## config.mk

```make
export PLATFORM = sky130hd
export DESIGN_NAME = btc_cfg_regs
export DESIGN_NICKNAME = d
export VERILOG_FILES = /design/src/design/btc_pkg.sv /design/src/design/btc_cfg_regs.sv
export SDC_FILE = /design/constraint.sdc
export NUM_CORES = 1
export LEC_CHECK = 0
export ABC_CLOCK_PERIOD_IN_PS = 950
export BUFFER_PORTS_ARGS = -buffer_cell sky130_fd_sc_hd__buf_2
export CAP_MARGIN = 15
export CORE_ASPECT_RATIO = 0.8
export CORE_MARGIN = 8
export CORE_UTILIZATION = 50
export CTS_BUF_LIST = sky130_fd_sc_hd__clkbuf_2
export CTS_CLUSTER_DIAMETER = 150
export CTS_CLUSTER_SIZE = 28
export DETAILED_ROUTE_END_ITERATION = 10
export PLACE_DENSITY = 0.82
export SYNTH_ARGS = -nofsm -noshare
export SYNTH_HDL_FRONTEND = slang
export SYNTH_SLANG_ARGS = --single-unit
```

## constraint.sdc

```tcl
create_clock -name clk_i -period 0.95 [get_ports clk_i]
set_input_delay 0.1425 -clock clk_i [delete_from_list [all_inputs] [get_ports clk_i]]
set_output_delay 0.1425 -clock clk_i [all_outputs]
set_load 0.1 [all_outputs]
```

## src/design/btc_pkg.sv

```systemverilog
// Shared types and constants for the barometer temperature compensation block.
// No dependencies.
`timescale 1ns / 1ps

package btc_pkg;

  localparam int CoeffW   = 16;
  localparam int RawW     = 24;
  localparam int CfgIdxW  = 3;
  localparam int TempOutW = 19;
  localparam int PresOutW = 32;

  // TEMP = 2000 + tq; the -1500 test becomes tq + 3500 < 0
  localparam int TempBase   = 2000;
  localparam int TempVlowOf = 3500;

  typedef enum logic [CfgIdxW-1:0] {
    REG_SENS     = 3'd0,
    REG_OFF      = 3'd1,
    REG_TCS      = 3'd2,
    REG_TCO      = 3'd3,
    REG_TREF     = 3'd4,
    REG_TEMPSENS = 3'd5
  } cfg_idx_e;

  typedef struct packed {
    logic [CoeffW-1:0] sens;
    logic [CoeffW-1:0] off;
    logic [CoeffW-1:0] tcs;
    logic [CoeffW-1:0] tco;
    logic [CoeffW-1:0] tref;
    logic [CoeffW-1:0] tempsens;
  } cfg_t;

  // First-order results plus second-order operands
  typedef struct packed {
    logic [RawW-1:0]     d1;
    logic signed [19:0]  temp;
    logic signed [18:0]  a;     // TEMP - 2000
    logic signed [19:0]  b;     // TEMP + 1500
    logic                lo;    // TEMP < 2000
    logic                vlo;   // TEMP < -1500
    logic [18:0]         t2;
    logic signed [35:0]  off;
    logic signed [35:0]  sens;
  } fo_t;

  // Compensated terms ready for the pressure product
  typedef struct packed {
    logic [RawW-1:0]     d1;
    logic signed [20:0]  temp;
    logic signed [41:0]  off;
    logic signed [41:0]  sens;
  } so_t;

endpackage

```

## src/design/btc_cfg_regs.sv

```systemverilog
// Calibration register file, six 16-bit words.
// Depends on btc_pkg.
`timescale 1ns / 1ps

module btc_cfg_regs import btc_pkg::*; (
  input  logic               clk_i,
  input  logic               rst_ni,
  input  logic               we_i,
  input  logic [CfgIdxW-1:0] idx_i,
  input  logic [CoeffW-1:0]  wdata_i,
  output cfg_t               cfg_o
);

  cfg_t cfg_q, cfg_d;

  always_comb begin
    cfg_d = cfg_q;
    if (we_i) begin
      case (cfg_idx_e'(idx_i))
        REG_SENS:     cfg_d.sens     = wdata_i;
        REG_OFF:      cfg_d.off      = wdata_i;
        REG_TCS:      cfg_d.tcs      = wdata_i;
        REG_TCO:      cfg_d.tco      = wdata_i;
        REG_TREF:     cfg_d.tref     = wdata_i;
        REG_TEMPSENS: cfg_d.tempsens = wdata_i;
        default:      cfg_d = cfg_q;
      endcase
    end
  end

  always_ff @(posedge clk_i or negedge rst_ni) begin
    if (!rst_ni) begin
      cfg_q <= '0;
    end else begin
      cfg_q <= cfg_d;
    end
  end

  assign cfg_o = cfg_q;

endmodule

```

==> flow_summary.yaml, run 1 <==
run_status:
  status: "did not finish"
  failing_step: "5_1_grt"
  firstError: "[ERROR DPL-0033] detailed placement checks failed during check placement."
floorplan:
  num_rows: 28
  fp.dieW_um: 111.9
  start_util: 0.5072
  die_height_um: 92.72
  pin_count: 118
logic_synthesis:
  syn_nets: 230
  yosysWarningCount: 0
  ys_seq_area_frac: 0.6531
  yosysTopAreaCellShare: 0.6531
  yosysTopAreaCell: "dfrtp_1"
  ys_seq_elements: 96
  syn_area_um2: 3679
  synth_area_leaders: "dfrtp_1, mux2_2, buf_6, nand4b_2, and4bb_2"
  synthCells: 208
  avgSynthCellArea_um2: 17.69
  synth_cell_types: 10
cts:
  numClockSinks: 96
  cts_buffer_depth: 2
  root_buffer: "clkbuf_2"
  numCtsBuffers: 9
  h-tree-depth: 3
placement:
  dp_hpwl_um: 8407
  io_buffer_count: 117
  dp.cells: 423
  place.gp.congestion: 0.7304
grt:
  antenna_found_initial: 3
  grt_max_degree: 44
sta:
  postGrtWorstEndpoint: "cfg_o[64]"
  worst-ep-kind: "top-level output"
==> cells in the mapped netlist <==
cell,n
dfrtp_1,96
mux2_2,95
buf_6,7
and4bb_2,2
buf_2,2
nand4b_2,2
and4bb_1,1
buf_8,1
mux2_1,1
nor4b_4,1
==> stage by stage <==
step | setup TNS [ps] | hold slack [ps] | cell area [um2] | setup slack [ps]
2_1_floorplan | -19530 | -153.1 | 4066 | -378.1
4_1_cts | -45310 | 86.77 | 6759 | -526.1
3_5_place_dp | -29590 | 10.89 | 6307 | -359.8
3_3_place_gp | -25960 | 1.365 | 6307 | -310.4
==> cells by family after synthesis <==
kind of cell | Yosys count | synth area share
buf+inv | 10 | 0.02823
flops | 96 | 0.6531
mux | 96 | 0.2939
simple gates | 6 | 0.02483
==> what timing repair did <==
item | 4_1_cts
hold buffers | 18
hold endpoints to repair | 192
resized for setup | 10
setup endpoints to repair | 96
setup buffers | 19
==> run 2, diff against run 1 <==
==> config.mk (replaced) <==
export PLATFORM = sky130hd
export DESIGN_NAME = btc_cfg_regs
export DESIGN_NICKNAME = d
export VERILOG_FILES = /design/src/design/btc_pkg.sv /design/src/design/btc_cfg_regs.sv
export SDC_FILE = /design/constraint.sdc
export NUM_CORES = 1
export LEC_CHECK = 0
export ABC_CLOCK_PERIOD_IN_PS = 950
export BUFFER_PORTS_ARGS = -buffer_cell sky130_fd_sc_hd__buf_2
export CAP_MARGIN = 15
export CORE_MARGIN = 8
export CORE_UTILIZATION = 35
export DETAILED_ROUTE_END_ITERATION = 10
export PLACE_DENSITY_LB_ADDON = 0.15
export SYNTH_ARGS = -nofsm -noshare
export SYNTH_HDL_FRONTEND = slang
export SYNTH_SLANG_ARGS = --single-unit
==> flow_summary.yaml, run 2 <==
logic_synthesis:
  yosysTopAreaCellShare: 0.6531
  ys_seq_elements: 96
  yosysMostFrequentCell: "dfrtp_1"
  syn_nets: 230
  async_flop_share: 1.000
  synth_cell_types: 10
  avgSynthCellArea_um2: 17.69
  synthFlopType: "dfrtp_1"
  ys_seq_area_frac: 0.6531
  synthCells: 208
  yosysTopAreaCell: "dfrtp_1"
  synth_edf_count: 0
  yosysWarningCount: 0
  syn_area_um2: 3679
  yosys-top-cells-count: "dfrtp_1, mux2_2, buf_6"
  synth_area_leaders: "dfrtp_1, mux2_2, buf_6, nand4b_2, and4bb_2"
floorplan:
  fp.dieW_um: 118.5
  pin_count: 118
  design.core.area_um2: 10280
  die_height_um: 118.5
  num_rows: 37
  fp.dieArea_um2: 14050
  start_util: 0.3579
run_status:
  status: "finished, violations left"
  violations: "negative setup slack"
sta:
  relSlewSlack: 0.8023
  finClkSkew_ps: 0
  rsz0062_at_grt: "yes"
  drv_slew: 0
  period_share: 1.249
  hold_viol_final: 0
  worstMarginPinSlew_ps: 296.6
  period_needed_ps: 1186
  setup_slack_ps: -236.3
  setup_violations: 99
  fmax_mhz: 842.9
routing:
  drc: 0
  firstDrtPassIters: 4
  wl_per_cell_um: 19.54
  vias_per_cell: 4.607
  routed_wl_um: 9789
  drt-initial-drc-count: 64
  num_vias: 2308
  antenna_left: 0
worst_setup_path:
  critical_path.endpoint_type: "output port"
  worstReg2RegStart: "cfg_o[15]"
  rr_endpoint: "cfg_o[15]"
  cp.required_ps: 810
  cp_data_arrival_time_ps: 1040
  worst-r2r-cell-count: 2
  r2r_slack_ps: -30
  slowest_delay_ps: 510
  cp_slowest_cell: "dfrtp_4"
  path_delay_family: "flip-flops"
  cp_cell_sequence: "buf_12"
  startpoint_type: "flop"
  cp_max_fo: 2
  crit_type: "flop to output port"
  path_buf_inv: 1
cells_and_area:
  final_cells: 501
  syn2layout_area_growth_pct: 82.82
  layout_common_cells: "buf_12, dfrtp_2, mux2_4"
  layout.nets: 382
  diodes: 0
  final_common_cell: "buf_12"
  fin_area_um2: 6725
  drive_gt1_frac: 0.9616
  n_fill_cell: 718
  largest_reg_flops: 96
min_path:
  hold_path_depth: 2
  min-delay-start: "wdata_i[1]"
  hold-path-endpoint: "cfg_o[17]"
  hp-class: "input pin to flop"
cts:
  cts_buffer_depth: 2
  clock_latency_ps: 350
  h-tree-depth: 3
  numClockSinks: 96
  clkTransAtPathRegs_ps: 90
  root_buffer: "clkbuf_8"
  numCtsBuffers: 9
  cts_tree: "done"
placement:
  dp.cells: 469
  place.gp.congestion: 0.6766
  dpl-instance-area_um2: 6365
  io_buffer_count: 117
  dp_hpwl_um: 7333
  place_worst_setup_slack_ps: -361.0
power_and_ir_drop:
  p_per_area_nw_per_um2: 3223
  leakagePower_nw: 2.957
  peakVddDrop_uv: 2115
grt:
  grt_first_pass_wirelength_um: 15760
  grt_max_degree: 26
  antenna_found_initial: 0
  grt.overflow.total: 0
  grt_use_total: 0.1441
  first_global_vias: 2621
job:
  cap_violations: 0
## run 2: layout make-up
| cell class | count | area [um2] | area share |
|---|---|---|---|
| clock buffer | 12 | 145.1 | 0.02158 |
| clock inverter | 4 | 70.07 | 0.01042 |
| multi-input combinational | 102 | 1371 | 0.2039 |
| sequential | 96 | 2571 | 0.3823 |
| tap | 136 | 170.2 | 0.02530 |
| timing repair buffer | 151 | 2397 | 0.3565 |
## run 2: cells by family after synthesis
family	count (synthesis)	synth area share
multiplexers	96	0.2939
flip-flops	96	0.6531
buffers and inverters	10	0.02823
AND/OR/NAND/NOR	6	0.02483
## run 2: power breakdown
part	leakage, nW	internal, mW	switching, mW	total [mW]
Clock	0.110	1.55	1.36	2.91
Sequential	1.06	5.26	1.03	6.29
Combinational	1.79	4.72	7.77	12.5
## run 2: worst max path at each step
| stage | start | slack, ps | depth (start not counted) | end |
|---|---|---|---|---|
| 3_5_place_dp | idx_i[2] | -360 | 4 | cfg_o[52] |
| 3_3_place_gp | idx_i[2] | -370 | 4 | cfg_o[55] |
| 6_report | cfg_o[33] | -240 | 1 | cfg_o[33] |
| 5_1_grt | cfg_o[33] | -280 | 1 | cfg_o[33] |
| 4_1_cts | cfg_o[33] | -250 | 1 | cfg_o[33] |
| 2_1_floorplan | idx_i[0] | -380 | 4 | cfg_o[80] |
## run 2: routing by layer
| layer | share of wire | vias to the layer above | track usage | routed length, um |
|---|---|---|---|---|
| met4 | 0.0066 | 0 | 0.03794 | 65 |
| li1 | - | 1045 | - | - |
| met1 | 0.46 | 1177 | 0.1924 | 4548 |
| met5 | 0 | - | 0 | 0 |
| met3 | 0.064 | 7 | 0.05616 | 631 |
| met2 | 0.46 | 79 | 0.2137 | 4543 |
## run 2: metrics by stage
step           hold slack (ps)    util  power (mW)  TNS [ps]
2_1_floorplan           -153.1       -       13.65    -19530
3_3_place_gp             47.42  0.6193       18.61    -26440
3_5_place_dp             49.10  0.6193       18.71    -27530
4_1_cts                  80.44  0.6518       21.83    -17750
5_1_grt                  76.73  0.6544       22.35    -20440
6_report                 92.08  0.6544       21.67    -16200
## run 2: what timing repair did
item,4_1_cts,5_1_grt
setup endpoints to repair,96,102
hold endpoints to repair,96,0
hold buffers,1,0
gates resized for setup,3,5
setup buffers,13,4
Power figures use the tool's default switching activity.
