File: src/design/btc_pkg.sv
// Shared types and constants for the barometer temperature compensation block.
// No dependencies.
`timescale 1ns / 1ps

package btc_pkg;

  localparam int CoeffW   = 16;
  localparam int RawW     = 24;
  localparam int CfgIdxW  = 3;
  localparam int TempOutW = 19;
  localparam int PresOutW = 32;

  // TEMP = 2000 + tq; the -1500 test becomes tq + 3500 < 0
  localparam int TempBase   = 2000;
  localparam int TempVlowOf = 3500;

  typedef enum logic [CfgIdxW-1:0] {
    REG_SENS     = 3'd0,
    REG_OFF      = 3'd1,
    REG_TCS      = 3'd2,
    REG_TCO      = 3'd3,
    REG_TREF     = 3'd4,
    REG_TEMPSENS = 3'd5
  } cfg_idx_e;

  typedef struct packed {
    logic [CoeffW-1:0] sens;
    logic [CoeffW-1:0] off;
    logic [CoeffW-1:0] tcs;
    logic [CoeffW-1:0] tco;
    logic [CoeffW-1:0] tref;
    logic [CoeffW-1:0] tempsens;
  } cfg_t;

  // First-order results plus second-order operands
  typedef struct packed {
    logic [RawW-1:0]     d1;
    logic signed [19:0]  temp;
    logic signed [18:0]  a;     // TEMP - 2000
    logic signed [19:0]  b;     // TEMP + 1500
    logic                lo;    // TEMP < 2000
    logic                vlo;   // TEMP < -1500
    logic [18:0]         t2;
    logic signed [35:0]  off;
    logic signed [35:0]  sens;
  } fo_t;

  // Compensated terms ready for the pressure product
  typedef struct packed {
    logic [RawW-1:0]     d1;
    logic signed [20:0]  temp;
    logic signed [41:0]  off;
    logic signed [41:0]  sens;
  } so_t;

endpackage

File: src/design/btc_first_order.sv
// First-order compensation: dT, coefficient products, TEMP, OFF, SENS, T2.
// Three register stages. Depends on btc_pkg.
`timescale 1ns / 1ps

module btc_first_order import btc_pkg::*; (
  input  logic            clk_i,
  input  logic            rst_ni,
  input  cfg_t            cfg_i,
  input  logic            valid_i,
  input  logic [RawW-1:0] pressure_raw_i,
  input  logic [RawW-1:0] temperature_raw_i,
  output logic            valid_o,
  output fo_t             fo_o
);

  logic [2:0] vld_q;

  // stage 1: dT
  logic signed [24:0] dt_d, dt_q;
  logic [RawW-1:0]    d1_s1_q;

  // stage 2: products
  logic signed [41:0] pt_d, pt_q, po_d, po_q, ps_d, ps_q;
  logic signed [49:0] pdd_d, pdd_q;
  logic [RawW-1:0]    d1_s2_q;

  // stage 3: first-order values
  logic signed [18:0] tq;
  fo_t                fo_d, fo_q;

  assign dt_d = $signed({1'b0, temperature_raw_i}) - $signed({1'b0, cfg_i.tref, 8'b0});

  assign pt_d  = dt_q * $signed({1'b0, cfg_i.tempsens});
  assign po_d  = dt_q * $signed({1'b0, cfg_i.tco});
  assign ps_d  = dt_q * $signed({1'b0, cfg_i.tcs});
  assign pdd_d = dt_q * dt_q;

  assign tq = $signed(pt_q[41:23]);

  always_comb begin
    fo_d.d1   = d1_s2_q;
    fo_d.a    = tq;
    fo_d.temp = $signed({tq[18], tq}) + 20'(TempBase);
    fo_d.b    = $signed({tq[18], tq}) + 20'(TempVlowOf);
    fo_d.lo   = tq[18];
    fo_d.vlo  = fo_d.b[19];
    fo_d.t2   = pdd_q[49:31];
    fo_d.off  = $signed({4'b0, cfg_i.off, 16'b0}) + $signed({po_q[41], po_q[41:7]});
    fo_d.sens = $signed({5'b0, cfg_i.sens, 15'b0}) + $signed({{2{ps_q[41]}}, ps_q[41:8]});
  end

  always_ff @(posedge clk_i or negedge rst_ni) begin
    if (!rst_ni) begin
      vld_q <= '0;
    end else begin
      vld_q <= {vld_q[1:0], valid_i};
    end
  end

  always_ff @(posedge clk_i) begin
    dt_q    <= dt_d;
    d1_s1_q <= pressure_raw_i;
    pt_q    <= pt_d;
    po_q    <= po_d;
    ps_q    <= ps_d;
    pdd_q   <= pdd_d;
    d1_s2_q <= d1_s1_q;
    fo_q    <= fo_d;
  end

  assign valid_o = vld_q[2];
  assign fo_o    = fo_q;

endmodule

File: config.mk
export PLATFORM = sky130hd
export DESIGN_NAME = btc_first_order
export DESIGN_NICKNAME = d
export VERILOG_FILES = /design/src/design/btc_pkg.sv /design/src/design/btc_first_order.sv
export SDC_FILE = /design/constraint.sdc
export NUM_CORES = 2
export LEC_CHECK = 0
export BUFFER_PORTS_ARGS = -buffer_cell sky130_fd_sc_hd__buf_2
export CAP_MARGIN = 10
export CORE_ASPECT_RATIO = 2
export CORE_MARGIN = 2
export CORE_UTILIZATION = 45
export DETAILED_ROUTE_END_ITERATION = 10
export PLACE_DENSITY = 0.71
export SYNTH_ARGS = -nofsm -noshare
export SYNTH_HDL_FRONTEND = slang
export SYNTH_SLANG_ARGS = --single-unit
File: constraint.sdc
create_clock -name clk_i -period 9.65 [get_ports clk_i]
set_input_delay 1.93 -clock clk_i [delete_from_list [all_inputs] [get_ports clk_i]]
set_output_delay 1.93 -clock clk_i [all_outputs]
set_load 0.05 [all_outputs]
Word-level counts from Yosys, hierarchy flattened

Index checks and enable logic that the tools add are counted.

Output and inout port bits: 177
Word-level logic and storage cells: 26
Flip-flop bits (word level): 427
Input port bits: 147

$mul: 4
Add/subtract/negate cells: 5

Operator list:

| cell                                                             | number |
|---|---|
| 25-bit by 17-bit multiplier with 42-bit output                   | 3 |
| 25-bit by 25-bit multiplier with 50-bit output                   | 1 |
| 33-bit by 35-bit adder with 36-bit output                        | 1 |
| 32-bit by 34-bit adder with 35-bit output                        | 1 |
| 24-bit by 24-bit subtractor with 25-bit output                   | 1 |
| 19-bit by 12-bit adder with 20-bit output, second input constant | 1 |
| 19-bit by 13-bit adder with 20-bit output, second input constant | 1 |

Logic depth before layout (Yosys ltp)

Depth after elaboration: 1
Gate-level depth with buffers: 29
Depth with buffers taken out: 27

Least setup slack after synthesis

OpenSTA, ideal clock, no wires.

Kind: input to register
From: input cfg_i[37] (netlist name)
To: register po_q[41]
Arrival time: 7.941 ns
Setup time: 0.072 ns
Path slack: 1.637 ns
Buffers on the path: 2
Data required time: 9.578 ns
Stages: 23
Cells stage by stage: clkbuf_1 > clkbuf_1 > nand2_1 > fa_1 > inv_1 > fa_1 > inv_1 > fa_1 > fa_1 > fa_1 > inv_1 > fa_1 > ha_1 > a2111oi_2 > o21ai_1 > a221o_1 > a221oi_2 > a21bo_2 > a21oi_2 > a31oi_1 > a211o_1 > a21oi_2 > xnor2_1

Word-level cells in the longest chain between the ends: 1

RTL lines:

| item                                           | line                  | RTL |
|---|---|---|
| start: declaration                             | btc_first_order.sv:8  | `input cfg_t cfg_i,` |
| 25-bit by 17-bit multiplier with 42-bit output | btc_first_order.sv:34 | `assign po_d = dt_q * $signed({1'b0, cfg_i.tco});` |
| via po_d[41]                                   | btc_first_order.sv:23 | `logic signed [41:0] pt_d, pt_q, po_d, po_q, ps_d, ps_q;` |
| end signal: assignment                         | btc_first_order.sv:64 | `po_q <= po_d;` |
| end: declaration                               | btc_first_order.sv:23 |  |

The timed path passes the listed nets, and every way through them passes these cells.

Worst setup path in the final report

From: input cfg_i[4] (netlist name)
To: register pt_q[40]

Word-level cells in the longest chain between the ends: 1

RTL lines:

| item                                           | line                  | RTL |
|---|---|---|
| 25-bit by 17-bit multiplier with 42-bit output | btc_first_order.sv:33 | `assign pt_d = dt_q * $signed({1'b0, cfg_i.tempsens});` |
| via pt_d[40]                                   | btc_first_order.sv:23 |  |
| end signal: assignment                         | btc_first_order.sv:63 | `pt_q <= pt_d;` |
| end: declaration                               | btc_first_order.sv:23 |  |

The timed path passes the listed nets, and every way through them passes these cells.

==> metrics.cfg <==
[drt]
wl_met2_microns=81100
totalWireLength_microns=163000
wire_per_inst_microns=16.9
drc=0
dr.pass1.iters=5
ant_nets=0
top_layer=met5
viasPerCell=4.93
wl_met1_microns=64800
drt_iter0_drc=2482
wl_met3_microns=12200
vias=47597

[sta]
clock.fmax_mhz=120
slew-limit-headroom_pct=27.4
skew_ns=0.0659
hold_viol=0
tns_ns=0
slew_viol_final=0
grt_setup_unrepaired=no
worst_slew_pin_slew_ns=1.08
setup_viol=0
finalCritPeriodShare_pct=86.4
min_period_ns=8.34

[yosys]
ys_seq_area_share_pct=9.91
ys_ff_latch=350
synth_edf_count=0
ys.flop_type=dfxtp_1
yosys_warnings=0
synthesis.nets=9877
synthTopCellsByArea=fa_1 50%, inv_1 11%, dfxtp_1 9.8%, ha_1 8.9%, nand2_1 5.2%
synth_cells=7451
yosysMostFrequentCell=inv_1
syn_area_per_cell_sq_um=9.51
yosys.area.top_type_share_pct=50.1
synth.cell_area_sq_um=70900
synthArstFlopShare_pct=0.857
yosys-top-cells-count=2,092 x inv_1, 1,775 x fa_1, 976 x nand2_1
synthDistinctLibCells=62
synth_top_cell_by_area=fa_1

[grt]
overflow=0
track_usage_pct=21.4
grt_pass1_wl_microns=274000
grt_max_degree=58
grt_pass1_vias=53394
antenna_found_initial=17

[placement]
hpwl_microns=131000
gp_congestion=0.871
dp_cells=9586
portBuffers=323

[clock_network]
cts.root.buffer_cell=clkbuf_16
cts_buffers=39
cts.path.max_buffers=3
cts_tree=built
path_clk_slew_ns=0.08
htree_levels=2
cts_setup_buffers=0
clkSinkCount=350
clock_latency_ns=0.64
cts.hold.buffers_added=0
cts_resized=0

[worst_setup_path]
cp-start-kind=input port
worstPathMaxFanout=25
worst_path_max_delay_cell=o41ai_2
max_stage_delay_ns=0.63
cp-end-kind=flop
r2r_setup_slack_ns=1.31
crit_chain=buf_2 > nand2_1 > fa_1 > inv_1 > fa_1 > inv_1 > fa_1 > inv_1 > fa_1 > inv_1 > fa_1 > inv_1 > fa_1 > ha_1 > a21oi_1 > o21ai_0 > a221oi_1 > o21ai_0 > o41ai_2 > o21ai_0 > a41oi_2 > o21bai_1 > a211oi_1 > nor2_1
cp_top_family=adder cells
crit_arrival_ns=8.83
reg2reg_depth=22
critical_path_class=input port to flop
crit_start=cfg_i[4]
path_buf_inv=6
cp_common_cell=fa_1
r2r_end=pdd_q[45]
worstPathRequired_ns=10.14
rr_startpoint=dt_q[1]

[die]
die_h_microns=565
initial_utilization_pct=45.1
dieWidth_microns=285
ios=324
rows=206
core_sq_um=157000
die-area_sq_um=161000

[flow_run]
drv_cap=0

[cells_and_area]
area_growth_syn_to_layout_pct=6.79
stdcell_count=9662
nets=9973
drive_above_1_share_pct=6.48

[min_path]
worstHoldStart=ps_q[15]
hold-path-cell-count=0
hp-class=flop to flop
hold_path_end=fo_o[7]

[run_status]
status=finished clean

==> per-stage QoR <==
stage / utilization [%] / setup slack, ns / hold slack [ns] / cell area, sq um
detailed placement: 47.3 / 0.757 / 0.312 / 74300
floorplan: - / 1.64 / 0.310 / 70900
global route: 48.2 / 0.681 / 0.325 / 75700
CTS: 48.2 / 1.24 / 0.304 / 75700
finish: 48.2 / 1.31 / 0.318 / 75700
global placement: 47.3 / 0.862 / 0.310 / 74300
==> layout by cell type, fill, tap and decap left out, drive strengths merged, types with 24 or more instances in the layout <==
cell type	instances
buf	378
a21o	41
clkbuf	44
nor3	24
and2	584
ha	504
xnor2	142
a21oi	117
nor2b	42
fa	1775
dfxtp	347
nand2	976
nor2	120
xor2	67
inv	2099
o21ai	65
==> layer usage <==
metal | track usage [%] | vias to the layer above
met4 | 6.41 | 18
met5 | 0 | -
li1 | - | 21353
met2 | 37.0 | 1506
met1 | 27.4 | 24441
met3 | 3.61 | 279
==> layout make-up <==
type,instances,area [sq um]
multi-input cells,4686,54700
fillers,14527,81300
well taps,2080,2600
clock buffers,44,1050
flip-flops and latches,350,7060
repair buffers,378,2050
inverters,2092,7850
diodes,7,17.5
clock inverters,25,302
==> worst max-delay path by stage <==
stage                            to  slack [ns]  cells past startpoint
after floorplan            po_q[41]        1.64                     23
after global placement     pt_q[40]        0.86                     24
after detailed placement   pt_q[40]        0.76                     24
after CTS                 pdd_q[45]        1.24                     22
after global routing      pdd_q[45]        0.68                     22
final                      pt_q[40]        1.31                     24
==> state kept, by name, summed over array words and instances, names as in the netlist, 19 cells and up <==
signal	count
ps_q	34
pt_q	19
d1_s1_q	24
d1_s2_q	24
pdd_q	19
dt_q	25
po_q	35
fo_o	167
==> kinds of logic (layout without fill, tap and decap cells) <==
kind of cell,Yosys count,in the layout,share of synthesized area (%)
AO/OA/AOI/OAI,355,355,3.25
XOR/XNOR,209,209,2.58
adder cells (fa/ha/maj),2279,2279,59.0
buffers and inverters,2415,2539,12.8
flip-flops,350,350,9.91
multiplexers,2,2,0.0300
other,0,7,0
AND/OR/NAND/NOR,1841,1841,12.3
Power is not shown: default switching activity piles up to over one toggle a cycle in this logic, so the estimate is an artifact.
