==> config.mk <==
export PLATFORM = sky130hd
export DESIGN_NAME = btc_pressure
export DESIGN_NICKNAME = d
export VERILOG_FILES = /design/src/design/btc_pkg.sv /design/src/design/btc_pressure.sv
export SDC_FILE = /design/constraint.sdc
export NUM_CORES = 2
export LEC_CHECK = 0
export BUFFER_PORTS_ARGS = -buffer_cell sky130_fd_sc_hd__clkbuf_2
export CORE_MARGIN = 5
export CORE_UTILIZATION = 51
export DETAILED_ROUTE_END_ITERATION = 8
export GPL_TIMING_DRIVEN = 0
export PLACE_DENSITY = 0.72
export SYNTH_ARGS = -nofsm -noshare
export SYNTH_HDL_FRONTEND = slang
export SYNTH_SLANG_ARGS = --single-unit
==> constraint.sdc <==
create_clock -name clk_i -period 4.61 [get_ports clk_i]
set_input_delay 0.922 -clock clk_i [delete_from_list [all_inputs] [get_ports clk_i]]
set_output_delay 0.922 -clock clk_i [all_outputs]
set_load 0.005 [all_outputs]
==> src/design/btc_pkg.sv <==
// Shared types and constants for the barometer temperature compensation block.
// No dependencies.
`timescale 1ns / 1ps

package btc_pkg;

  localparam int CoeffW   = 16;
  localparam int RawW     = 24;
  localparam int CfgIdxW  = 3;
  localparam int TempOutW = 19;
  localparam int PresOutW = 32;

  // TEMP = 2000 + tq; the -1500 test becomes tq + 3500 < 0
  localparam int TempBase   = 2000;
  localparam int TempVlowOf = 3500;

  typedef enum logic [CfgIdxW-1:0] {
    REG_SENS     = 3'd0,
    REG_OFF      = 3'd1,
    REG_TCS      = 3'd2,
    REG_TCO      = 3'd3,
    REG_TREF     = 3'd4,
    REG_TEMPSENS = 3'd5
  } cfg_idx_e;

  typedef struct packed {
    logic [CoeffW-1:0] sens;
    logic [CoeffW-1:0] off;
    logic [CoeffW-1:0] tcs;
    logic [CoeffW-1:0] tco;
    logic [CoeffW-1:0] tref;
    logic [CoeffW-1:0] tempsens;
  } cfg_t;

  // First-order results plus second-order operands
  typedef struct packed {
    logic [RawW-1:0]     d1;
    logic signed [19:0]  temp;
    logic signed [18:0]  a;     // TEMP - 2000
    logic signed [19:0]  b;     // TEMP + 1500
    logic                lo;    // TEMP < 2000
    logic                vlo;   // TEMP < -1500
    logic [18:0]         t2;
    logic signed [35:0]  off;
    logic signed [35:0]  sens;
  } fo_t;

  // Compensated terms ready for the pressure product
  typedef struct packed {
    logic [RawW-1:0]     d1;
    logic signed [20:0]  temp;
    logic signed [41:0]  off;
    logic signed [41:0]  sens;
  } so_t;

endpackage

==> src/design/btc_pressure.sv <==
// Pressure product d1*SENS as two partial products, then the scaled offset
// subtract and final shift. Two register stages. Depends on btc_pkg.
`timescale 1ns / 1ps

module btc_pressure import btc_pkg::*; (
  input  logic                       clk_i,
  input  logic                       rst_ni,
  input  logic                       valid_i,
  input  so_t                        so_i,
  output logic                       valid_o,
  output logic signed [TempOutW-1:0] temperature_centideg_o,
  output logic signed [PresOutW-1:0] pressure_pa_o
);

  logic [1:0] vld_q;

  // stage 1: partial products, SENS = hi*2^21 + lo
  logic [44:0]        pp_lo_d, pp_lo_q;
  logic signed [45:0] pp_hi_d, pp_hi_q;
  logic signed [41:0] off_q;
  logic signed [20:0] temp_q;

  // stage 2: floor(d1*SENS / 2^21) = hi + floor(lo / 2^21)
  logic signed [47:0] acc;
  logic signed [TempOutW-1:0] temp_out_q;
  logic signed [PresOutW-1:0] pres_out_q;

  assign pp_lo_d = so_i.d1 * so_i.sens[20:0];
  assign pp_hi_d = $signed({1'b0, so_i.d1}) * $signed(so_i.sens[41:21]);

  assign acc = $signed({{2{pp_hi_q[45]}}, pp_hi_q})
             + $signed({24'b0, pp_lo_q[44:21]})
             - $signed({{6{off_q[41]}}, off_q});

  always_ff @(posedge clk_i or negedge rst_ni) begin
    if (!rst_ni) begin
      vld_q <= '0;
    end else begin
      vld_q <= {vld_q[0], valid_i};
    end
  end

  always_ff @(posedge clk_i) begin
    pp_lo_q    <= pp_lo_d;
    pp_hi_q    <= pp_hi_d;
    off_q      <= so_i.off;
    temp_q     <= so_i.temp;
    temp_out_q <= temp_q[TempOutW-1:0];
    pres_out_q <= acc[46:15];
  end

  assign valid_o                = vld_q[1];
  assign temperature_centideg_o = temp_out_q;
  assign pressure_pa_o          = pres_out_q;

endmodule

Yosys cells after proc, flatten, opt, wreduce, memory -nomap -nowiden
Cells that the tools add are included. W data, S select, Z words.

Add/sub/neg operators: 2. $mul: 2.

Operators by type and width (number): $add A46 B25 Y47 (1); $sub A47 B42 Y47 (1); $mul A25 B21 Y46 (1); $mul A24 B21 Y45 (1).

Register bits: 205. Bits of input ports: 132. Output and inout port bits: 52. Word-level logic and storage cells: 11.

Logic depth before layout (Yosys ltp)
Word-level depth: 2. Mapped depth: 27. Gate-level depth less buffers: 25.

Least setup slack after synthesis
OpenSTA, ideal clock, no wires.

Kind: input to register. From: input port so_i[24] in the netlist's numbering. To: register pp_hi_q[44]. Setup time: 0.131 ns. Data arrival time: 7.001 ns. Required time: 4.479 ns. Slack: -2.522 ns. Stages: 26. Buffers on the path: 2. Cell sequence: clkbuf_1 and2_1 fa_1 fa_1 inv_1 fa_1 inv_1 fa_1 inv_1 fa_1 inv_1 fa_1 inv_1 fa_1 inv_1 ha_1 clkbuf_1 a211oi_1 nand2_1 a2111o_1 and2_4 a31oi_4 o31ai_2 o41ai_4 o31ai_1 xor2_1.

Word-level cells in the longest chain between the ends: 1.

Ends and longest elaborated chain: start: declaration (line btc_pressure.sv:9) `input so_t so_i,`; $mul A25 B21 Y46 (line btc_pressure.sv:29) `assign pp_hi_d = $signed({1'b0, so_i.d1}) * $signed(so_i.sens[41:21]);`; net pp_hi_d[44] (line btc_pressure.sv:19) `logic signed [45:0] pp_hi_d, pp_hi_q;`; end signal: assignment (line btc_pressure.sv:45) `pp_hi_q <= pp_hi_d;`; end: declaration (line btc_pressure.sv:19).

The timed path passes the listed nets, and every way through them passes these cells.

Worst setup path in the final report
From: input port so_i[6] in the netlist's numbering. To: register pp_lo_q[40].

Word-level cells in the longest chain between the ends: 1.

Ends and longest elaborated chain: $mul A24 B21 Y45 (line btc_pressure.sv:28) `assign pp_lo_d = so_i.d1 * so_i.sens[20:0];`; net pp_lo_d[40] (line btc_pressure.sv:18) `logic [44:0] pp_lo_d, pp_lo_q;`; end signal: assignment (line btc_pressure.sv:44) `pp_lo_q <= pp_lo_d;`; end: declaration (line btc_pressure.sv:18).

The timed path passes the listed nets, and every way through them passes these cells.

==> run summary <==
* result of the run: finished, violations left
* violations in the final reports: negative setup slack
* mean instance size in the synthesized netlist: 9.16 um2
* largest net degree at the start of global routing: 21
* number of rows created at floorplan: 101
* area overhead of the layout relative to synthesis: 20.7%
* vertical die dimension: 288 um
* antenna violations before repair: 14
* iteration count of the initial detailed-routing pass: 6
* proportion of layout cells with a drive suffix above 1: 0.174
* Clock Sink Count: 184
* Slew headroom: 0.438
* starting density of the core: 0.517
* kind of end point of the critical path: register
* gate count after technology mapping: 4,301
* Core ar.: 0.0762 mm2
* Antenna Nets Post-Route: 0
* Net Count, Synth: 5,689
* number of flops mapped to enable cells by yosys: 0
* reg-to-reg critical path endpoint: pressure_pa_o[31]
* worst r2r path cells: 14
* Max Freq: 0.139 GHz
* HPWL after detailed placement: 101,000 um
* post-route setup TNS: -123.28 ns
* Via density: 5.42
* clock transition at the registers of the reported paths: 0.07 ns
* maximum fanout along the worst path: 9
* H-Tree Level Count: 4
* drc violations: 0
* Worst Slack Setup Final: -2.61 ns
* Final Cycle Share: 1.57
* PortBufs: 181
* reg-to-reg startpoint: pp_lo_q[41]
* Die Outline Area: 0.0829 mm2
* leading register cell type out of synthesis: sky130_fd_sc_hd__dfxtp_1
* vias in the first global route: 33,000
* number of failing hold endpoints at the final stage: 0
* overall fraction of global-route tracks in use: 0.312
* most used standard cell by instance count after synthesis: sky130_fd_sc_hd__inv_1
* number of failing setup endpoints in the final timing report: 63
* total overflow reported by the global router: 0
* number of placed cells counting well taps: 5,512
* warnings from Yosys: 0
* detailed-route via count: 31,000
* Crit Path Class: in2reg
* top post-synthesis cells by count: sky130_fd_sc_hd__inv_1, sky130_fd_sc_hd__fa_1, sky130_fd_sc_hd__nand2_1
* fraction of registers with async set or reset after synthesis: 0.0109
* library cells used by synthesis: 70
* data arrival time of the critical path: 7.54 ns
* Worst Setup Start Kind: input pin
* register area share after synthesis: 0.0938
* post-route insts no fill: 5,714
* clock latency reported for the late side of the worst-skew pair: 0.50 ns
* area of all placed cells without fillers: 0.0475 mm2
* post-layout min period: 7.22 ns
* Min-Delay Path Class: in2async
* number of nets in the layout: 6,052
* total of flip-flops plus latches after synthesis: 184
* boundary pin count: 184
* max-capacitance violation count: 0
* Slew @ Worst Pin: 0.843 ns
* total routed wirelength: 128,000 um
* initial drt markers: 2,520
* Syn Std Cell Area: 0.0394 mm2
* library cell used as clock root buffer: sky130_fd_sc_hd__clkbuf_16
* unrepaired setup endpoints after global routing: true
* required time at the endpoint of the critical path: 4.93 ns
* wire length of the first global-routing pass: 194,000 um
* main area contributors after synthesis: sky130_fd_sc_hd__fa_1, sky130_fd_sc_hd__ha_1, sky130_fd_sc_hd__inv_1
* FF-to-FF setup slack: 0.38 ns
* post-detailed-route wirelength per cell: 22.3 um
* Num CTS Buffers: 17
* clock tree from TritonCTS: built
* CTS Hold Bufs: 0
* number of buffers on the longest clock path: 2
* dpl cell area: 0.0423 mm2
* Pins Over Slew Limit: 0
* filler cell count: 6,076
* cell taking the most area after synthesis: sky130_fd_sc_hd__fa_1
* area fraction of the dominant cell type after synthesis: 0.434
* routability congestion estimate: 1.04
* die extent in x: 288 um
* final clock skew: 0.0253 ns
==> worst max-delay path by stage <==
| stage | from | endpoint | slack [ns] | depth (start not counted) |
|---|---|---|---|---|
| floorplan | so_i[26] | pp_hi_q[44] | -2.34 | 26 |
| global placement | so_i[106] | pp_lo_q[43] | -4.39 | 24 |
| detailed placement | so_i[106] | pp_lo_q[43] | -4.42 | 24 |
| CTS | so_i[20] | pp_lo_q[44] | -2.45 | 22 |
| global route | so_i[113] | pp_lo_q[36] | -2.68 | 27 |
| finish | so_i[6] | pp_lo_q[40] | -2.61 | 24 |
==> per-stage QoR <==
stage	util	hold WS (ns)	worst slack (ns)
2_1_floorplan	-	0.310	-2.34
3_3_place_gp	0.556	0.310	-4.39
3_5_place_dp	0.556	0.314	-4.42
4_1_cts	0.611	0.162	-2.45
5_1_grt	0.624	0.184	-2.68
6_report	0.624	0.212	-2.61
==> what timing repair did <==
action	in CTS	in global routing
pin swaps	127	114
buffers inserted	111	63
gates resized for setup	560	168
gates cloned	0	0
setup endpoints to repair	64	67
==> flip-flops by register name, summed over array words and instances, names as in the netlist <==
signal and count:
pp_hi_q 46, temp_q 19, vld_q 2, pressure_pa_o 32, temperature_centideg_o 19, off_q 42
pp_lo_q 24
==> cell usage in the layout (no fill, tap or decap), drive strengths merged, types with 6 or more instances in the layout <==
cell,n
a211oi,15
a211o,6
o21bai,9
a21oi,93
dfxtp,182
and2,459
xnor2,54
xor2,37
nand2b,24
nor2,41
inv,1087
o21a,11
nand4,12
clkbuf,350
nor3,17
a21o,49
o21ai,37
clkinv,7
ha,403
fa,853
diode,7
nor2b,22
nand3,22
and3,17
o211ai,13
nand2,574
buf,202
a31oi,13
o311ai,6
or3,6
==> routing by layer <==
| layer | track usage | wire length (um) | share of wire | vias up |
|---|---|---|---|---|
| met4 | 0.158 | 8460 | 0.066 | 12 |
| met2 | 0.487 | 56600 | 0.44 | 1678 |
| li1 | - | - | - | 13400 |
| met3 | 0.117 | 16400 | 0.13 | 480 |
| met5 | 0 | 100 | 0.00078 | - |
| met1 | 0.380 | 46100 | 0.36 | 15400 |
==> worst max-delay path, cell delays in order <==
cell	delay (ns)
sky130_fd_sc_hd__buf_8	0.15
sky130_fd_sc_hd__clkbuf_16	0.17
sky130_fd_sc_hd__nand2_1	0.08
sky130_fd_sc_hd__fa_1	0.56
sky130_fd_sc_hd__inv_2	0.05
sky130_fd_sc_hd__fa_1	0.55
sky130_fd_sc_hd__inv_1	0.06
sky130_fd_sc_hd__fa_1	0.47
sky130_fd_sc_hd__inv_1	0.05
sky130_fd_sc_hd__fa_1	0.55
sky130_fd_sc_hd__fa_2	0.52
sky130_fd_sc_hd__fa_1	0.54
sky130_fd_sc_hd__inv_1	0.06
sky130_fd_sc_hd__fa_1	0.49
sky130_fd_sc_hd__inv_2	0.05
sky130_fd_sc_hd__ha_4	0.23
sky130_fd_sc_hd__and4_4	0.19
sky130_fd_sc_hd__and4_4	0.20
sky130_fd_sc_hd__and3_4	0.18
sky130_fd_sc_hd__a32o_2	0.26
sky130_fd_sc_hd__o2111ai_4	0.32
sky130_fd_sc_hd__a21oi_4	0.12
sky130_fd_sc_hd__or2_4	0.29
sky130_fd_sc_hd__o211ai_1	0.45
==> cell families after synthesis <==
group,Yosys count,share of synthesized area
flip-flops,184,0.0938
XOR/XNOR,91,0.0202
AO/OA/AOI/OAI,289,0.0503
buffers and inverters,1271,0.121
AND/OR/NAND/NOR,1210,0.153
adder cells (fa/ha/maj),1256,0.562
==> final cells by class <==
type / count / area, um2 / share of cell area
Antenna cell: 7 / 17.5 / 0.000369
Timing Repair Buffer: 351 / 2920 / 0.0615
Sequential cell: 184 / 3690 / 0.0777
Tap cell: 1030 / 1290 / 0.0271
Buffer: 184 / 2610 / 0.0548
Multi-Input combinational cell: 2846 / 32300 / 0.680
Clock inverter: 15 / 198 / 0.00416
Clock buffer: 17 / 425 / 0.00895
Inverter: 1080 / 4050 / 0.0853
Power is left out: the tool's default activity adds up to more than one toggle a clock period on the data nets, which glitch-free logic cannot reach.
