<file path="src/design/btc_pkg.sv">
// Shared types and constants for the barometer temperature compensation block.
// No dependencies.
`timescale 1ns / 1ps

package btc_pkg;

  localparam int CoeffW   = 16;
  localparam int RawW     = 24;
  localparam int CfgIdxW  = 3;
  localparam int TempOutW = 19;
  localparam int PresOutW = 32;

  // TEMP = 2000 + tq; the -1500 test becomes tq + 3500 < 0
  localparam int TempBase   = 2000;
  localparam int TempVlowOf = 3500;

  typedef enum logic [CfgIdxW-1:0] {
    REG_SENS     = 3'd0,
    REG_OFF      = 3'd1,
    REG_TCS      = 3'd2,
    REG_TCO      = 3'd3,
    REG_TREF     = 3'd4,
    REG_TEMPSENS = 3'd5
  } cfg_idx_e;

  typedef struct packed {
    logic [CoeffW-1:0] sens;
    logic [CoeffW-1:0] off;
    logic [CoeffW-1:0] tcs;
    logic [CoeffW-1:0] tco;
    logic [CoeffW-1:0] tref;
    logic [CoeffW-1:0] tempsens;
  } cfg_t;

  // First-order results plus second-order operands
  typedef struct packed {
    logic [RawW-1:0]     d1;
    logic signed [19:0]  temp;
    logic signed [18:0]  a;     // TEMP - 2000
    logic signed [19:0]  b;     // TEMP + 1500
    logic                lo;    // TEMP < 2000
    logic                vlo;   // TEMP < -1500
    logic [18:0]         t2;
    logic signed [35:0]  off;
    logic signed [35:0]  sens;
  } fo_t;

  // Compensated terms ready for the pressure product
  typedef struct packed {
    logic [RawW-1:0]     d1;
    logic signed [20:0]  temp;
    logic signed [41:0]  off;
    logic signed [41:0]  sens;
  } so_t;

endpackage

</file>
<file path="src/design/btc_second_order.sv">
// Second-order correction below 20 degrees: squares, OFF2/SENS2/T2 terms,
// then the corrected TEMP, OFF and SENS. Three register stages. Depends on btc_pkg.
`timescale 1ns / 1ps

module btc_second_order import btc_pkg::*; (
  input  logic clk_i,
  input  logic rst_ni,
  input  logic valid_i,
  input  fo_t  fo_i,
  output logic valid_o,
  output so_t  so_o
);

  logic [2:0] vld_q;

  // stage 1: squares
  logic signed [37:0] a2_full;
  logic signed [39:0] b2_full;
  logic [36:0]        a2_q, b2_q;
  fo_t                fo_s1_q;

  // stage 2: correction terms
  logic [39:0] five_a2, seven_b2;
  logic [40:0] eleven_b2;
  logic [40:0] off2_d, off2_q, sens2_d, sens2_q;
  logic [18:0] t2_d, t2_q;
  fo_t         fo_s2_q;

  // stage 3: corrected values
  so_t so_d, so_q;

  assign a2_full = fo_i.a * fo_i.a;
  assign b2_full = fo_i.b * fo_i.b;

  assign five_a2   = {3'b0, a2_q} + {1'b0, a2_q, 2'b0};
  assign seven_b2  = {b2_q, 3'b0} - {3'b0, b2_q};
  assign eleven_b2 = {1'b0, b2_q, 3'b0} + {3'b0, b2_q, 1'b0} + {4'b0, b2_q};

  always_comb begin
    off2_d  = '0;
    sens2_d = '0;
    t2_d    = '0;
    if (fo_s1_q.lo) begin
      off2_d  = {2'b0, five_a2[39:1]};
      sens2_d = {3'b0, five_a2[39:2]};
      t2_d    = fo_s1_q.t2;
      if (fo_s1_q.vlo) begin
        off2_d  = off2_d + {1'b0, seven_b2};
        sens2_d = sens2_d + {1'b0, eleven_b2[40:1]};
      end
    end
  end

  always_comb begin
    so_d.d1   = fo_s2_q.d1;
    so_d.temp = $signed({fo_s2_q.temp[19], fo_s2_q.temp}) - $signed({2'b0, t2_q});
    so_d.off  = $signed({{6{fo_s2_q.off[35]}}, fo_s2_q.off}) - $signed({1'b0, off2_q});
    so_d.sens = $signed({{6{fo_s2_q.sens[35]}}, fo_s2_q.sens}) - $signed({1'b0, sens2_q});
  end

  always_ff @(posedge clk_i or negedge rst_ni) begin
    if (!rst_ni) begin
      vld_q <= '0;
    end else begin
      vld_q <= {vld_q[1:0], valid_i};
    end
  end

  always_ff @(posedge clk_i) begin
    a2_q    <= a2_full[36:0];
    b2_q    <= b2_full[36:0];
    fo_s1_q <= fo_i;
    off2_q  <= off2_d;
    sens2_q <= sens2_d;
    t2_q    <= t2_d;
    fo_s2_q <= fo_s1_q;
    so_q    <= so_d;
  end

  assign valid_o = vld_q[2];
  assign so_o    = so_q;

endmodule

</file>
<file path="config.mk">
export PLATFORM = sky130hd
export DESIGN_NAME = btc_second_order
export DESIGN_NICKNAME = d
export VERILOG_FILES = /design/src/design/btc_pkg.sv /design/src/design/btc_second_order.sv
export SDC_FILE = /design/constraint.sdc
export NUM_CORES = 2
export LEC_CHECK = 0
export BUFFER_PORTS_ARGS = -buffer_cell sky130_fd_sc_hd__buf_2
export CAP_MARGIN = 30
export CORE_ASPECT_RATIO = 0.7
export CORE_MARGIN = 2
export CORE_UTILIZATION = 57
export DETAILED_ROUTE_END_ITERATION = 8
export GPL_ROUTABILITY_DRIVEN = 1
export GPL_TIMING_DRIVEN = 1
export PLACE_DENSITY = 0.85
export SLEW_MARGIN = 20
export SYNTH_ARGS = -nofsm -noshare
export SYNTH_HDL_FRONTEND = slang
export SYNTH_SLANG_ARGS = --single-unit
</file>
<file path="constraint.sdc">
create_clock -name clk_i -period 4.86 [get_ports clk_i]
set_input_delay 0.729 -clock clk_i [delete_from_list [all_inputs] [get_ports clk_i]]
set_output_delay 0.729 -clock clk_i [all_outputs]
set_load 0.005 [all_outputs]
</file>
======== Word-level counts from Yosys, hierarchy flattened ========
Index checks and enable logic that the tools add are counted.
operators by class
  reduce and logical (&&, ||, !) cells .... 1
  $add $sub $neg .......................... 9
  multiply operators ...................... 2
  muxes and demuxes ....................... 2
operators with widths
  cell                                            number
  36-bit by 42-bit subtractor with 42-bit output  2
  38-bit by 40-bit adder with 41-bit output       1
  39-bit by 40-bit adder with 41-bit output       1
  40-bit by 38-bit adder with 41-bit output       1
  41-bit by 37-bit adder with 41-bit output       1
  37-bit by 39-bit adder with 40-bit output       1
  40-bit by 37-bit subtractor with 40-bit output  1
  39-bit two-way mux                              1
  38-bit two-way mux                              1
  19-bit by 19-bit multiplier with 37-bit output  1
  20-bit by 20-bit multiplier with 37-bit output  1
  20-bit by 20-bit subtractor with 21-bit output  1
  2-bit AND reduction                             1
word-level totals
  input bits .............................. 179
  output and inout port bits .............. 130
  flip-flop bits (word level) ............. 560

======== Longest topological paths before layout ========
  depth after elaboration ................. 4
  gate-level depth with buffers ........... 29
  gate-level depth less buffers ........... 28

======== Worst setup path before layout ========
OpenSTA, ideal clock, no wires.
  path kind ............................... input -> register
  start ................................... input fo_i[99] (netlist bit)
  end ..................................... register b2_q[35]
  path slack .............................. -2.411 ns
  arrival time ............................ 7.199 ns
  cell stages on the path ................. 25
  setup time .............................. 0.072 ns
  cells stage by stage .................... clkbuf_1 > clkbuf_1 > nand2_1 > fa_1 > fa_1 > fa_1 > inv_1 > fa_1 > fa_1 > fa_1 > inv_1 > fa_1 > inv_1 > ha_1 > a21o_1 > a21o_1 > a21oi_1 > o21bai_1 > a221oi_1 > a211oi_1 > o311ai_1 > a21oi_1 > a21o_1 > a21oi_1 > xnor2_1
between the ends
  word-level cells in the longest chain between the ends .. 1
ends and longest elaborated chain
  what                                            line                    text
  start: declaration                              btc_second_order.sv:9   input fo_t fo_i,
  20-bit by 20-bit multiplier with 37-bit output  btc_second_order.sv:33  assign b2_full = fo_i.b * fo_i.b;
  net b2_full[35]                                 btc_second_order.sv:18  logic signed [39:0] b2_full;
  end signal: assignment                          btc_second_order.sv:71  b2_q <= b2_full[36:0];
  end: declaration                                btc_second_order.sv:19  logic [36:0] a2_q, b2_q;
The timed path passes the listed nets, and every way through them passes these cells.
A chain may end at the register's enable or synchronous reset.

======== Final worst setup path ========
  start ................................... input fo_i[98] (netlist bit)
  end ..................................... register b2_q[29]
Same word-level chain as after synthesis.

==> flow_summary.ini <==
[drt]
drc = 0
highest_layer = met5
via_per_inst = 5.66
drtIter0Drc = 3834
drtPass1Iterations = 8
finalWirelength_mm = 157
wl_per_cell_um = 20.3
met2WireLength_mm = 73.6
num_vias = 43700
ant_nets = 0
dr_wl_met3_mm = 13.9
wl_met1_mm = 61.1

[final_layout]
syn_to_final_growth_pct = 28.3
finalNetCount = 7922
drive_above_1_share_pct = 27.5

[logic_synthesis]
syn_area_mm2 = 0.0512
netlist_top_cells_area = fa_1 (28%), dfxtp_1 (22%), ha_1 (12%)
synth_seq_area_share_pct = 21.8
synth_edf_count = 0
ys.flop_type = dfxtp_1
synthXorXnorAreaFrac_pct = 6.26
synth.distinct_cells = 96
synthSimpleGateAreaFrac_pct = 10.1
synth-compound-area-share_pct = 12.5
synth-seq-cells = 557
synth_top_area_share_pct = 28.5
synth-adder-area-share_pct = 40.8
syn_inst = 5365
async_reset_ff_share_pct = 0.539
yosysWarnings = 0
yosysTopAreaCell = fa_1
muxShareOfSynthArea_pct = 0.0806
synth_top_family_by_area = adder cells
synth_area_per_cell_um2 = 9.54

[sta]
setup_ws_ns = -1.77
relSlewSlack_pct = 40.9
fin_skew_ns = 0.0405
hold_viol = 0
tightest_slew_ns = 0.864
period_minus_slack_ns = 6.63
setup_viol = 79
rsz0062_at_grt = true
fin_crit_sh_pct = 136
finalMaxSlewViolations = 0
clock.fmax_ghz = 0.151

[placed_design]
place.detailed.hpwl_mm = 113
place_congestion = 0.971
port_buffers = 308
pre_cts_ws_ns = -2.24

[global_route]
grt_pass1_wl_mm = 233
grt_antenna_before_repair = 11
grt.overflow.total = 0
grt_max_degree = 59
grt_pass1_vias = 45500
gr-usage-all-layers_pct = 31.5

[critical_path]
startpoint = fo_i[98]
worstRegToRegCells = 23
reg2reg_slack_ns = -0.56
arrival_ns = 7.17
critPathSlowestCell = fa_2
worstPathMaxFanout = 9
slowest_delay_ns = 0.56
r2r-end = off2_q[40]
worstSetupStartpointType = primary input
cp.required_ns = 5.40
crit_type = primary input to register
worstSetupEndpointType = register
critPathTopFamily = adder cells
path_buf_inv = 7
r2r-start = a2_q[2]

[clock_tree]
path_clk_slew_ns = 0.07
h-tree-depth = 2
cts_tree = done
clk_path_buf_depth = 3
cts_made_buffers = 52
worstSkewPairLatency_ns = 0.62
clock_sinks = 557
cts-root-buf = clkbuf_16

[status]
failed_checks = setup timing
outcome = finished, violations left

[die]
dieWidth_um = 362
die_height_um = 255
placementRows = 91
start_util_pct = 57.8
io_pins = 309
core_mm2 = 0.0886
die-area_mm2 = 0.0923

[hold_path]
hold_end = fo_s1_q[80]
worstHoldPathCells = 1
hold_start = fo_i[80]
hp-class = primary input to register

[flow_run]
drv_cap = 0
metal layers:
metal,vias to the layer above,track usage [%]
li1,19400,-
met1,21300,40.6
met2,2379,53.7
met3,628,5.52
met4,2,11.1
met5,-,0
layout make-up:
| class | count | area, µm² |
|---|---|---|
| fillers | 5291 | 22900 |
| diodes | 9 | 22.5 |
| multi-input cells | 3664 | 38200 |
| clock buffers | 65 | 1390 |
| inverters | 1046 | 3940 |
| well taps | 1162 | 1450 |
| clock inverters | 30 | 433 |
| flip-flops and latches | 557 | 11200 |
| repair buffers | 1190 | 9050 |
sequential cells by signal (all words and copies together) (netlist names), 19 cells and up:
| register | count |
|---|---|
| so_o | 129 |
| fo_s1_q | 137 |
| off2_q | 41 |
| a2_q | 36 |
| fo_s2_q | 116 |
| t2_q | 19 |
| sens2_q | 40 |
| b2_q | 36 |
worst max-delay path by stage:
stage	cells after the start	slack [ns]	end
after global placement	24	-2.09	b2_q[36]
final	26	-1.77	b2_q[29]
after global routing	26	-1.89	b2_q[35]
after detailed placement	27	-2.24	b2_q[35]
after floorplan	27	-1.82	b2_q[35]
after CTS	29	-1.42	b2_q[32]
worst register-to-register path, stage by stage, from the launching register on:
cell	delay (ns)
dfxtp_2	0.35
ha_4	0.17
ha_4	0.16
a21o_1	0.16
a21oi_2	0.18
o21bai_2	0.12
a2111oi_4	0.34
o31ai_2	0.11
a2111o_1	0.48
a221oi_4	0.34
o221ai_2	0.13
a21oi_2	0.19
xor2_2	0.28
inv_2	0.12
ha_4	0.29
and4_4	0.22
nand4_1	0.12
or2_1	0.24
o311a_1	0.35
a21oi_2	0.22
o21ai_2	0.11
o31a_1	0.28
nand2b_1	0.15
a211oi_1	0.19
cells in the mapped netlist (all sizes together), types with 9 or more instances:
library cell	n
inv	1046
fa	728
dfxtp	554
ha	504
nand2	377
a21oi	332
xnor2	251
nor2	224
and2	177
a21o	168
o21ai	152
xor2	114
clkbuf	90
nand2b	59
nor2b	58
o21bai	58
o21a	48
nor3	46
nand3	40
a211oi	37
and3	30
nand4	20
a31oi	19
o31ai	17
or3	15
a211o	14
o22ai	14
a21boi	12
a31o	12
o211ai	12
or2	12
a221oi	9
layout by cell type, fill, tap and decap left out, drive strengths merged, types with 17 or more instances in the layout:
cell       n
o21bai    58
buf     1183
and2     177
o31ai     17
o21a      48
xor2     114
dfxtp    554
a211oi    37
clkinv    17
o21ai    152
a21o     168
clkbuf    69
nor2     224
ha       504
fa       728
nand2b    59
and3      30
xnor2    251
inv     1044
a31oi     19
nor3      46
nand2    377
nor2b     58
a21oi    332
nand4     20
nand3     40
repair_timing:
action / 4_1_cts / 5_1_grt
cloned: 4 / 3
resized for setup: 347 / 234
endpoints found under the setup margin: 88 / 96
setup buffers: 53 / 42
hold buffers: 1 / 0
pin swaps: 168 / 179
hold endpoints to repair: 3 / 0
stage by stage:
step / setup TNS [ns] / instances / hold slack (ns) / utilization [%] / instance area [µm²]
after floorplan: -59.53 / 5367 / 0.310 / - / 52500
final: -67.62 / 7723 / 0.210 / 74.2 / 65700
after detailed placement: -99.99 / 7532 / 0.312 / 68.5 / 60700
after global routing: -79.18 / 7723 / 0.195 / 74.2 / 65700
after global placement: -92.26 / 7530 / 0.309 / 68.5 / 60700
after CTS: -49.56 / 7676 / 0.184 / 72.7 / 64400
kinds of logic after synthesis:
kind of cell,count (synthesis)
simple gates,1080
flops,557
fa+ha+maj,1232
xor+xnor,365
buf+inv,1146
compound gates,980
mux,4
other cells,1
Power is not shown: default switching activity piles up to over one toggle a cycle in this logic, so the estimate is an artifact.
